File: src/ubxnav_pkg.sv
// Shared constants and types for the navigation frame parser.
package ubxnav_pkg;

    // Frame framing bytes and message codes
    localparam logic [7:0]  SYNC_FIRST   = 8'hB5;
    localparam logic [7:0]  SYNC_SECOND  = 8'h62;
    localparam logic [7:0]  NAV_CLASS    = 8'h01;
    localparam logic [7:0]  ID_POSITION  = 8'h02;
    localparam logic [7:0]  ID_STATUS    = 8'h03;
    localparam logic [7:0]  ID_SOLUTION  = 8'h06;
    localparam logic [7:0]  ID_VELOCITY  = 8'h12;

    // Largest payload length accepted before the frame is dropped
    localparam logic [15:0] MAX_PAYLOAD  = 16'd512;

    // Fix types that count as a valid fix
    localparam logic [7:0]  FIX_2D       = 8'h02;
    localparam logic [7:0]  FIX_3D       = 8'h03;

    // Result kind codes
    localparam logic [2:0]  KIND_POSITION = 3'd0;
    localparam logic [2:0]  KIND_STATUS   = 3'd1;
    localparam logic [2:0]  KIND_SOLUTION = 3'd2;
    localparam logic [2:0]  KIND_VELOCITY = 3'd3;
    localparam logic [2:0]  KIND_OTHER    = 3'd4;

    // Reciprocals: q = (|x| * RECIP) >> SHIFT, exact for |x| <= 2^31
    localparam logic [31:0] ALT_RECIP    = 32'd2199023256;   // ceil(2^41 / 1000)
    localparam int          ALT_SHIFT    = 41;
    localparam logic [31:0] HEAD_RECIP   = 32'd3518437209;   // ceil(2^45 / 10000)
    localparam int          HEAD_SHIFT   = 45;

    // Scaled values handed from the divider to the parser
    typedef struct packed {
        logic signed [22:0] altitude_m;
        logic [15:0]        course;
    } scale_out_t;

endpackage

File: src/ubx_navigation_frame_parser.sv
// Top level: byte-stream frame parser that reports navigation values per good class-01 frame.
//
// Takes one received byte per item and can accept a byte in every cycle, but the last
// checksum byte waits on a held result. It hunts for the B5 62 sync pair, reads class,
// id and a little-endian length (lengths above 512 drop the frame), checks the two-byte
// running checksum and, for each good class-01 frame, gives one result item in the cycle
// after the second checksum byte is accepted. Only the payload bytes that feed results are
// kept (offsets 4-11, 16-27 and 47). The altitude and course divisions are reciprocal
// multiplies registered off the kept bytes; they settle during the two checksum bytes, so
// they never limit the rate. Other bytes are accepted even while a result waits on output.
module ubx_navigation_frame_parser (
    input  logic         clk,
    input  logic         rst_n,
    input  logic         s_axis_tvalid,
    output logic         s_axis_tready,
    input  logic [7:0]   s_axis_tdata,   // [7:0] rx_byte
    output logic         m_axis_tvalid,
    input  logic         m_axis_tready,
    output logic [151:0] m_axis_tdata,   // latitude, longitude, altitude_m, fix_valid,
                                         // satellites_used, ground_speed, ground_course,
                                         // update_ready, zero fill (lowest first)
    output logic [2:0]   m_axis_tuser    // [2:0] msg_kind
);

    typedef enum logic [3:0] {
        ST_HUNT    = 4'd0,
        ST_SYNC2   = 4'd1,
        ST_CLASS   = 4'd2,
        ST_ID      = 4'd3,
        ST_LEN_LO  = 4'd4,
        ST_LEN_HI  = 4'd5,
        ST_PAYLOAD = 4'd6,
        ST_CSUM_A  = 4'd7,
        ST_CSUM_B  = 4'd8
    } step_t;

    step_t              step_reg, step_next;
    logic [7:0]         class_reg, class_next;
    logic [7:0]         id_reg, id_next;
    logic [15:0]        len_reg, len_next;
    logic [15:0]        count_reg, count_next;
    logic [7:0]         sum_a_reg, sum_a_next;
    logic [7:0]         sum_b_reg, sum_b_next;
    logic [7:0]         store_a_reg [8];    // payload offsets 4..11
    logic [7:0]         store_b_reg [12];   // payload offsets 16..27
    logic [7:0]         sats_byte_reg;      // payload offset 47
    logic               pos_new_reg, pos_new_next;
    logic               vel_new_reg, vel_new_next;
    logic               pending_reg, pending_next;
    logic signed [31:0] lat_reg, lat_next;
    logic signed [31:0] lon_reg, lon_next;
    logic signed [22:0] alt_reg, alt_next;
    logic               fix_reg, fix_next;
    logic [7:0]         sats_reg, sats_next;
    logic [31:0]        speed_reg, speed_next;
    logic [15:0]        course_reg, course_next;
    logic               ready_reg, ready_next;
    logic [2:0]         kind_reg, kind_next;
    logic               out_valid_reg, out_valid_next;

    logic               in_take;
    logic               result;
    logic [7:0]         b;
    logic [7:0]         sum_a_add;
    logic [15:0]        len_full;
    logic [7:0]         hunt_byte;
    step_t              hunt_step;
    logic               status_fix_ok;
    logic               fix_solution;
    logic signed [31:0] alt_raw;
    logic signed [31:0] head_raw;
    ubxnav_pkg::scale_out_t scaled;

    assign b = s_axis_tdata;

    // Only the final checksum byte needs room on the output side
    assign s_axis_tready = (step_reg != ST_CSUM_B) || !out_valid_reg || m_axis_tready;
    assign in_take       = s_axis_tvalid && s_axis_tready;

    assign sum_a_add = sum_a_reg + b;
    assign len_full  = {b, len_reg[7:0]};
    assign hunt_byte = b;
    assign hunt_step = (hunt_byte == ubxnav_pkg::SYNC_FIRST) ? ST_SYNC2 : ST_HUNT;

    // Fields read straight from the kept payload bytes
    assign alt_raw  = {store_b_reg[3], store_b_reg[2], store_b_reg[1], store_b_reg[0]};
    assign head_raw = {store_b_reg[11], store_b_reg[10], store_b_reg[9], store_b_reg[8]};

    assign status_fix_ok = store_a_reg[1][0] &&
                           (store_a_reg[0] == ubxnav_pkg::FIX_2D ||
                            store_a_reg[0] == ubxnav_pkg::FIX_3D);
    assign fix_solution  = store_a_reg[7][0] &&
                           (store_a_reg[6] == ubxnav_pkg::FIX_2D ||
                            store_a_reg[6] == ubxnav_pkg::FIX_3D);

    ubxnav_scale u_scale (
        .clk      (clk),
        .alt_raw  (alt_raw),
        .head_raw (head_raw),
        .scaled   (scaled)
    );

    // Frame parser and checksum
    always_comb
    begin
        step_next  = step_reg;
        class_next = class_reg;
        id_next    = id_reg;
        len_next   = len_reg;
        count_next = count_reg;
        sum_a_next = sum_a_reg;
        sum_b_next = sum_b_reg;
        result     = 1'b0;
        if (in_take)
        begin
            unique case (step_reg)
                ST_SYNC2:
                begin
                    if (b == ubxnav_pkg::SYNC_SECOND)
                    begin
                        step_next = ST_CLASS;
                    end
                    else
                    begin
                        step_next  = hunt_step;
                        count_next = 16'd0;
                    end
                end
                ST_CLASS:
                begin
                    class_next = b;
                    sum_a_next = b;
                    sum_b_next = b;
                    step_next  = ST_ID;
                end
                ST_ID:
                begin
                    id_next    = b;
                    sum_a_next = sum_a_add;
                    sum_b_next = sum_b_reg + sum_a_add;
                    step_next  = ST_LEN_LO;
                end
                ST_LEN_LO:
                begin
                    len_next   = {8'd0, b};
                    sum_a_next = sum_a_add;
                    sum_b_next = sum_b_reg + sum_a_add;
                    step_next  = ST_LEN_HI;
                end
                ST_LEN_HI:
                begin
                    len_next   = len_full;
                    sum_a_next = sum_a_add;
                    sum_b_next = sum_b_reg + sum_a_add;
                    if (len_full > ubxnav_pkg::MAX_PAYLOAD)
                    begin
                        step_next  = hunt_step;
                        count_next = 16'd0;
                    end
                    else if (len_full == 16'd0)
                    begin
                        step_next = ST_CSUM_A;
                    end
                    else
                    begin
                        step_next = ST_PAYLOAD;
                    end
                end
                ST_PAYLOAD:
                begin
                    sum_a_next = sum_a_add;
                    sum_b_next = sum_b_reg + sum_a_add;
                    count_next = count_reg + 16'd1;
                    if (count_reg + 16'd1 == len_reg)
                    begin
                        step_next = ST_CSUM_A;
                    end
                end
                ST_CSUM_A:
                begin
                    if (sum_a_reg != b)
                    begin
                        step_next  = hunt_step;
                        count_next = 16'd0;
                    end
                    else
                    begin
                        step_next = ST_CSUM_B;
                    end
                end
                ST_CSUM_B:
                begin
                    step_next = ST_HUNT;
                    result    = (sum_b_reg == b) && (class_reg == ubxnav_pkg::NAV_CLASS);
                end
                default:
                begin
                    step_next  = hunt_step;
                    count_next = 16'd0;
                end
            endcase
        end
    end

    // Held navigation values, updated once per good frame
    always_comb
    begin
        pos_new_next = pos_new_reg;
        vel_new_next = vel_new_reg;
        pending_next = pending_reg;
        lat_next     = lat_reg;
        lon_next     = lon_reg;
        alt_next     = alt_reg;
        fix_next     = fix_reg;
        sats_next    = sats_reg;
        speed_next   = speed_reg;
        course_next  = course_reg;
        kind_next    = kind_reg;
        ready_next   = ready_reg;
        out_valid_next = out_valid_reg && !m_axis_tready;
        if (result)
        begin
            out_valid_next = 1'b1;
            ready_next     = 1'b0;
            unique case (id_reg)
                ubxnav_pkg::ID_POSITION:
                begin
                    kind_next    = ubxnav_pkg::KIND_POSITION;
                    lon_next     = {store_a_reg[3], store_a_reg[2], store_a_reg[1], store_a_reg[0]};
                    lat_next     = {store_a_reg[7], store_a_reg[6], store_a_reg[5], store_a_reg[4]};
                    alt_next     = scaled.altitude_m;
                    fix_next     = pending_reg;
                    pos_new_next = 1'b1;
                end
                ubxnav_pkg::ID_STATUS:
                begin
                    kind_next    = ubxnav_pkg::KIND_STATUS;
                    pending_next = status_fix_ok;
                    if (!status_fix_ok)
                    begin
                        fix_next = 1'b0;
                    end
                end
                ubxnav_pkg::ID_SOLUTION:
                begin
                    kind_next    = ubxnav_pkg::KIND_SOLUTION;
                    pending_next = fix_solution;
                    if (!fix_solution)
                    begin
                        fix_next = 1'b0;
                    end
                    sats_next = sats_byte_reg;
                end
                ubxnav_pkg::ID_VELOCITY:
                begin
                    kind_next    = ubxnav_pkg::KIND_VELOCITY;
                    speed_next   = {store_b_reg[7], store_b_reg[6], store_b_reg[5], store_b_reg[4]};
                    course_next  = scaled.course;
                    vel_new_next = 1'b1;
                end
                default:
                begin
                    kind_next = ubxnav_pkg::KIND_OTHER;
                end
            endcase
            if (pos_new_next && vel_new_next)
            begin
                pos_new_next = 1'b0;
                vel_new_next = 1'b0;
                ready_next   = 1'b1;
            end
        end
    end

    // State and output registers
    always_ff @(posedge clk or negedge rst_n)
    begin
        if (!rst_n)
        begin
            step_reg      <= ST_HUNT;
            class_reg     <= 8'd0;
            id_reg        <= 8'd0;
            len_reg       <= 16'd0;
            count_reg     <= 16'd0;
            sum_a_reg     <= 8'd0;
            sum_b_reg     <= 8'd0;
            pos_new_reg   <= 1'b0;
            vel_new_reg   <= 1'b0;
            pending_reg   <= 1'b0;
            lat_reg       <= '0;
            lon_reg       <= '0;
            alt_reg       <= '0;
            fix_reg       <= 1'b0;
            sats_reg      <= 8'd0;
            speed_reg     <= 32'd0;
            course_reg    <= 16'd0;
            ready_reg     <= 1'b0;
            kind_reg      <= ubxnav_pkg::KIND_POSITION;
            out_valid_reg <= 1'b0;
        end
        else
        begin
            step_reg      <= step_next;
            class_reg     <= class_next;
            id_reg        <= id_next;
            len_reg       <= len_next;
            count_reg     <= count_next;
            sum_a_reg     <= sum_a_next;
            sum_b_reg     <= sum_b_next;
            pos_new_reg   <= pos_new_next;
            vel_new_reg   <= vel_new_next;
            pending_reg   <= pending_next;
            lat_reg       <= lat_next;
            lon_reg       <= lon_next;
            alt_reg       <= alt_next;
            fix_reg       <= fix_next;
            sats_reg      <= sats_next;
            speed_reg     <= speed_next;
            course_reg    <= course_next;
            ready_reg     <= ready_next;
            kind_reg      <= kind_next;
            out_valid_reg <= out_valid_next;
        end
    end

    // Kept payload bytes, each written when the payload count reaches its offset
    always_ff @(posedge clk or negedge rst_n)
    begin
        if (!rst_n)
        begin
            for (int i = 0; i < 8; i++)
            begin
                store_a_reg[i] <= 8'd0;
            end
            for (int i = 0; i < 12; i++)
            begin
                store_b_reg[i] <= 8'd0;
            end
            sats_byte_reg <= 8'd0;
        end
        else if (in_take && step_reg == ST_PAYLOAD)
        begin
            for (int i = 0; i < 8; i++)
            begin
                if (count_reg == 16'(i + 4))
                begin
                    store_a_reg[i] <= b;
                end
            end
            for (int i = 0; i < 12; i++)
            begin
                if (count_reg == 16'(i + 16))
                begin
                    store_b_reg[i] <= b;
                end
            end
            if (count_reg == 16'd47)
            begin
                sats_byte_reg <= b;
            end
        end
    end

    assign m_axis_tvalid = out_valid_reg;
    assign m_axis_tuser  = kind_reg;
    assign m_axis_tdata  = {7'd0, ready_reg, course_reg, speed_reg, sats_reg, fix_reg,
                            alt_reg, lon_reg, lat_reg};

endmodule

File: src/ubxnav_scale.sv
// Constant dividers: altitude mm to m and heading to course, one registered product each.
module ubxnav_scale (
    input  logic                  clk,
    input  logic signed [31:0]    alt_raw,
    input  logic signed [31:0]    head_raw,
    output ubxnav_pkg::scale_out_t scaled
);

    logic [31:0]        alt_mag;
    logic [31:0]        head_mag;
    logic [63:0]        alt_prod_reg;
    logic [63:0]        head_prod_reg;
    logic               alt_neg_reg;
    logic               head_neg_reg;
    logic [21:0]        alt_quot;
    logic [17:0]        head_quot;
    logic [17:0]        head_signed;

    // Magnitudes of the signed inputs; the most negative value maps to 2^31
    assign alt_mag  = alt_raw[31]  ? (~alt_raw + 32'd1)  : alt_raw;
    assign head_mag = head_raw[31] ? (~head_raw + 32'd1) : head_raw;

    // Reciprocal products, registered
    always_ff @(posedge clk)
    begin
        alt_prod_reg  <= {32'd0, alt_mag} * {32'd0, ubxnav_pkg::ALT_RECIP};
        head_prod_reg <= {32'd0, head_mag} * {32'd0, ubxnav_pkg::HEAD_RECIP};
        alt_neg_reg   <= alt_raw[31];
        head_neg_reg  <= head_raw[31];
    end

    // Quotient magnitudes, then truncation toward zero by restoring the sign
    assign alt_quot  = alt_prod_reg[ubxnav_pkg::ALT_SHIFT +: 22];
    assign head_quot = head_prod_reg[ubxnav_pkg::HEAD_SHIFT +: 18];

    assign head_signed = head_neg_reg ? (~head_quot + 18'd1) : head_quot;

    always_comb
    begin
        scaled.altitude_m = alt_neg_reg ? -$signed({1'b0, alt_quot}) : $signed({1'b0, alt_quot});
        scaled.course     = head_signed[15:0];
    end

endmodule
File: config.mk
export PLATFORM = sky130hd
export DESIGN_NAME = ubx_navigation_frame_parser
export DESIGN_NICKNAME = d
export VERILOG_FILES = /design/src/ubxnav_pkg.sv /design/src/ubx_navigation_frame_parser.sv /design/src/ubxnav_scale.sv
export SDC_FILE = /design/constraint.sdc
export NUM_CORES = 2
export LEC_CHECK = 0
export CORE_MARGIN = 3
export CORE_UTILIZATION = 47
export DETAILED_ROUTE_END_ITERATION = 12
export DONT_BUFFER_PORTS = 1
export GPL_TIMING_DRIVEN = 1
export SLEW_MARGIN = 20
export SYNTH_ARGS = -nofsm -noshare
export SYNTH_HDL_FRONTEND = slang
export SYNTH_SLANG_ARGS = --single-unit
File: constraint.sdc
create_clock -name clk -period 29.3 [get_ports clk]
set_input_delay 4.395 -clock clk [delete_from_list [all_inputs] [get_ports clk]]
set_output_delay 4.395 -clock clk [all_outputs]
set_load 0.03 [all_outputs]
==> summary.md <==
| Metric | Value |
|---|---|
| Post-synth top flop | dfrtp_1 |
| Hold Fails Final Rpt | 0 |
| Vias in the first global route | around 36k |
| Period minus WS final | 11.27 ns |
| Rel. slew slack | 26.33% |
| Setup Buffers After CTS | 0 |
| Bufs and invs on worst path | 7 |
| Status | complete, no violations |
| Port buffer count | 0 |
| Post-Syn Area | 50,200 sq um |
| Share of layout cells above drive strength 1 | between 7 and 8% |
| Vias per inst | ~5.3 |
| Synth warn | 0 |
| Worst Setup Start Kind | register |
| Final-report setup violation count | 0 |
| Hold Buf Count CTS | 0 |
| RSZ-0062 raised after global routing | false |
| Chip width | between 300 and 400 um |
| Max IR drop VDD | 0.04401 mV |
| Period utilisation layout | 38.47% |
| Leakage | 29.18 nW |
| Initial antenna violation count | 2 |
| Max FFs per register | 64 |
| 1st-iter DRT viols | between 1.5k and 2k |
| Global-route wire length before repair | 210,800 um |
| Overflow after GRT | 0 |
| Number of synthesized flops with an enable pin | 0 |
| DPL Wire Length | 110,100 um |
| Placed instance count | between 6k and 7k |
| Critical path type | reg2reg |
| Average size of a mapped cell | just over 10 sq um |
| Cts bufs inserted | 47 |
| Vias | approximately 34k |
| PwrDens | roughly 28 nW/um^2 |
| Critical path's slowest cell | xnor2_1 |
| Crit. End Element | register |
| Reg clk slew, reported paths | ~0.06 ns |
| Yosys cell types | 74 |
| Max Root-Sink Buffers | 3 |
| Post-synthesis sequential area ratio | roughly a fifth |
| Die Area | 110,800 sq um |
| Ys async rst share | around 91% |
| Worst Tran Pin Value | around 1.1 ns |
| Worst skew pair latency | ~0.59 ns |
| CTS tree | built |
| Cells after synthesis | 4,947 |
| Number of synthesized register bits | roughly 430 |
| Final Non-Filler Cells | around 6.4k |
| CP required | just under 30 ns |
| Cts repair resizes | 0 |
| CP max stage delay | between 0.8 and 0.9 ns |
| I/O pins | 169 |
| Setup TNS | 0 ns |
| Max Cap Viol | 0 |
| GP Congestion | roughly 1.0 |
| Initial core utilization | roughly 47% |
| Wire per inst | ~21 um |
| Top delay family on crit path | adder cells |
| Antenna Nets Post-Route | 0 |
| # rows | around 120 |
| Htree depth | 2 |
| Core Region | approximately 110,000 sq um |
| CTS Sinks | 428 |
| CTS root buf | clkbuf_16 |
| Class of the worst hold path | reg2reg |
| Routed wire length | ~130,000 um |
| Largest net degree at the start of global routing | 389 |
| Clock Skew | between 0.03 and 0.04 ns |
| Max-slew violation count | 0 |
| Crit Path Max Fanout | 12 |
| Die height | around 330 um |
| Synth-to-layout area growth | 6.779% |
| WP data arrival | 11.76 ns |
| Drt drc | 0 |
| First-pass DRT Iterations | 5 |
| Top achievable clock speed | approximately 89 MHz |
| GRT Total Usage | roughly 25% |
| Layout Nets | approximately 6.4k |
[worst reg2reg max path, delay by kind of cell, from the launching register on]
family	cells	cell delay (ns)
AOI/OAI and AO/OA	7	2.00
xor gates and xnor gates	2	1.44
adders and majority gates	9	4.13
buffers and inverters	7	1.13
DFF	1	0.60
and+or+nand+nor	6	1.90
[cell usage in the layout (no fill, tap or decap), types with 24 or more instances in the layout]
cell type,count
inv_1,1066
ha_1,736
fa_1,703
nand2_1,501
dfrtp_1,388
mux2_2,184
o21ai_0,179
xnor2_1,148
nor2_1,141
xor2_1,117
a21oi_1,113
buf_4,56
a21o_1,50
clkbuf_16,48
nor3_1,45
dfxtp_1,40
o31ai_1,33
nand3_1,31
and3_1,25
nand4_1,24
[per-layer routing]
layer	wire, um	track usage [%]	vias to the layer above
met5	0	0	-
met1	58870	33.51	16880
li1	-	-	15770
met3	10130	6.281	173
met4	4182	7.098	0
met2	60050	38.88	848
[final timing paths]
kind,startpoint,end,slack [ns],depth (start not counted)
worst max-delay path,head_raw[0],u_scale.head_prod_reg[56],18.03,31
worst min-delay path,store_a_reg[28],lat_reg[4],0.47,2
worst max register to register,head_raw[0],u_scale.head_prod_reg[56],18.03,31
worst min register to register,store_a_reg[28],lat_reg[4],0.47,2
max in group asynchronous,rst_n,head_raw[17],24.89,0
min in group asynchronous,rst_n,speed_reg[25],3.51,0
[synth_stat cells (24+ instances only)]
cell type,count,area [sq um]
inv_1,1066,4001
ha_1,736,9209
fa_1,703,14070
nand2_1,501,1881
dfrtp_1,388,9709
mux2_2,184,2072
o21ai_0,179,895.9
xnor2_1,148,1296
nor2_1,142,533.0
xor2_1,117,1025
a21oi_1,113,565.5
clkbuf_1,91,341.6
nor3_1,51,255.2
a21o_1,50,375.4
dfxtp_1,40,800.8
o31ai_1,33,247.7
nand3_1,31,155.2
and3_1,25,156.4
nand4_1,24,150.1
[through the flow]
step                      utilization, %  area (sq um)  hold slack (ns)  setup slack (ns)  power (W)
after floorplan                        -         50230           0.4323             19.70  0.0008737
after global placement             49.18         51990           0.4490             18.22  0.0009117
after detailed placement           49.19         52000           0.4573             18.05  0.0009181
after CTS                          50.70         53600           0.4701             18.03   0.001528
after global routing               50.71         53610           0.4952             17.40   0.001590
final                              50.71         53610           0.4684             18.03   0.001513
[power by group]
group | internal (W) | leakage [nW] | switching [W]
combinational | 0.000111 | 22.8 | 0.000132
clock | 0.000356 | 0.781 | 0.000249
sequential | 0.000628 | 5.62 | 0.0000379
total | 0.00110 | 29.2 | 0.000418
[area by class of cell]
class / instances / area [sq um]
Antenna cell: 1 / 2.502
Clock buffer: 76 / 1436
Clock inverter: 12 / 160.2
Fill cell: 9853 / 52110
Inverter: 1072 / 4024
Multi-Input combinational cell: 3350 / 35310
Sequential cell: 428 / 10510
Tap cell: 1391 / 1740
Timing Repair Buffer: 56 / 420.4
[logic make-up after synthesis]
kind of cell | count (synthesis) | synth area share (%)
multiplexers | 193 | 4.307
AND/OR/NAND/NOR | 939 | 8.621
flip-flops | 428 | 20.93
adder cells (fa/ha/maj) | 1439 | 46.38
buffers and inverters | 1175 | 8.867
AO/OA/AOI/OAI | 505 | 6.201
other | 1 | 0.007469
XOR/XNOR | 267 | 4.688
Power figures use the tool's default switching activity.
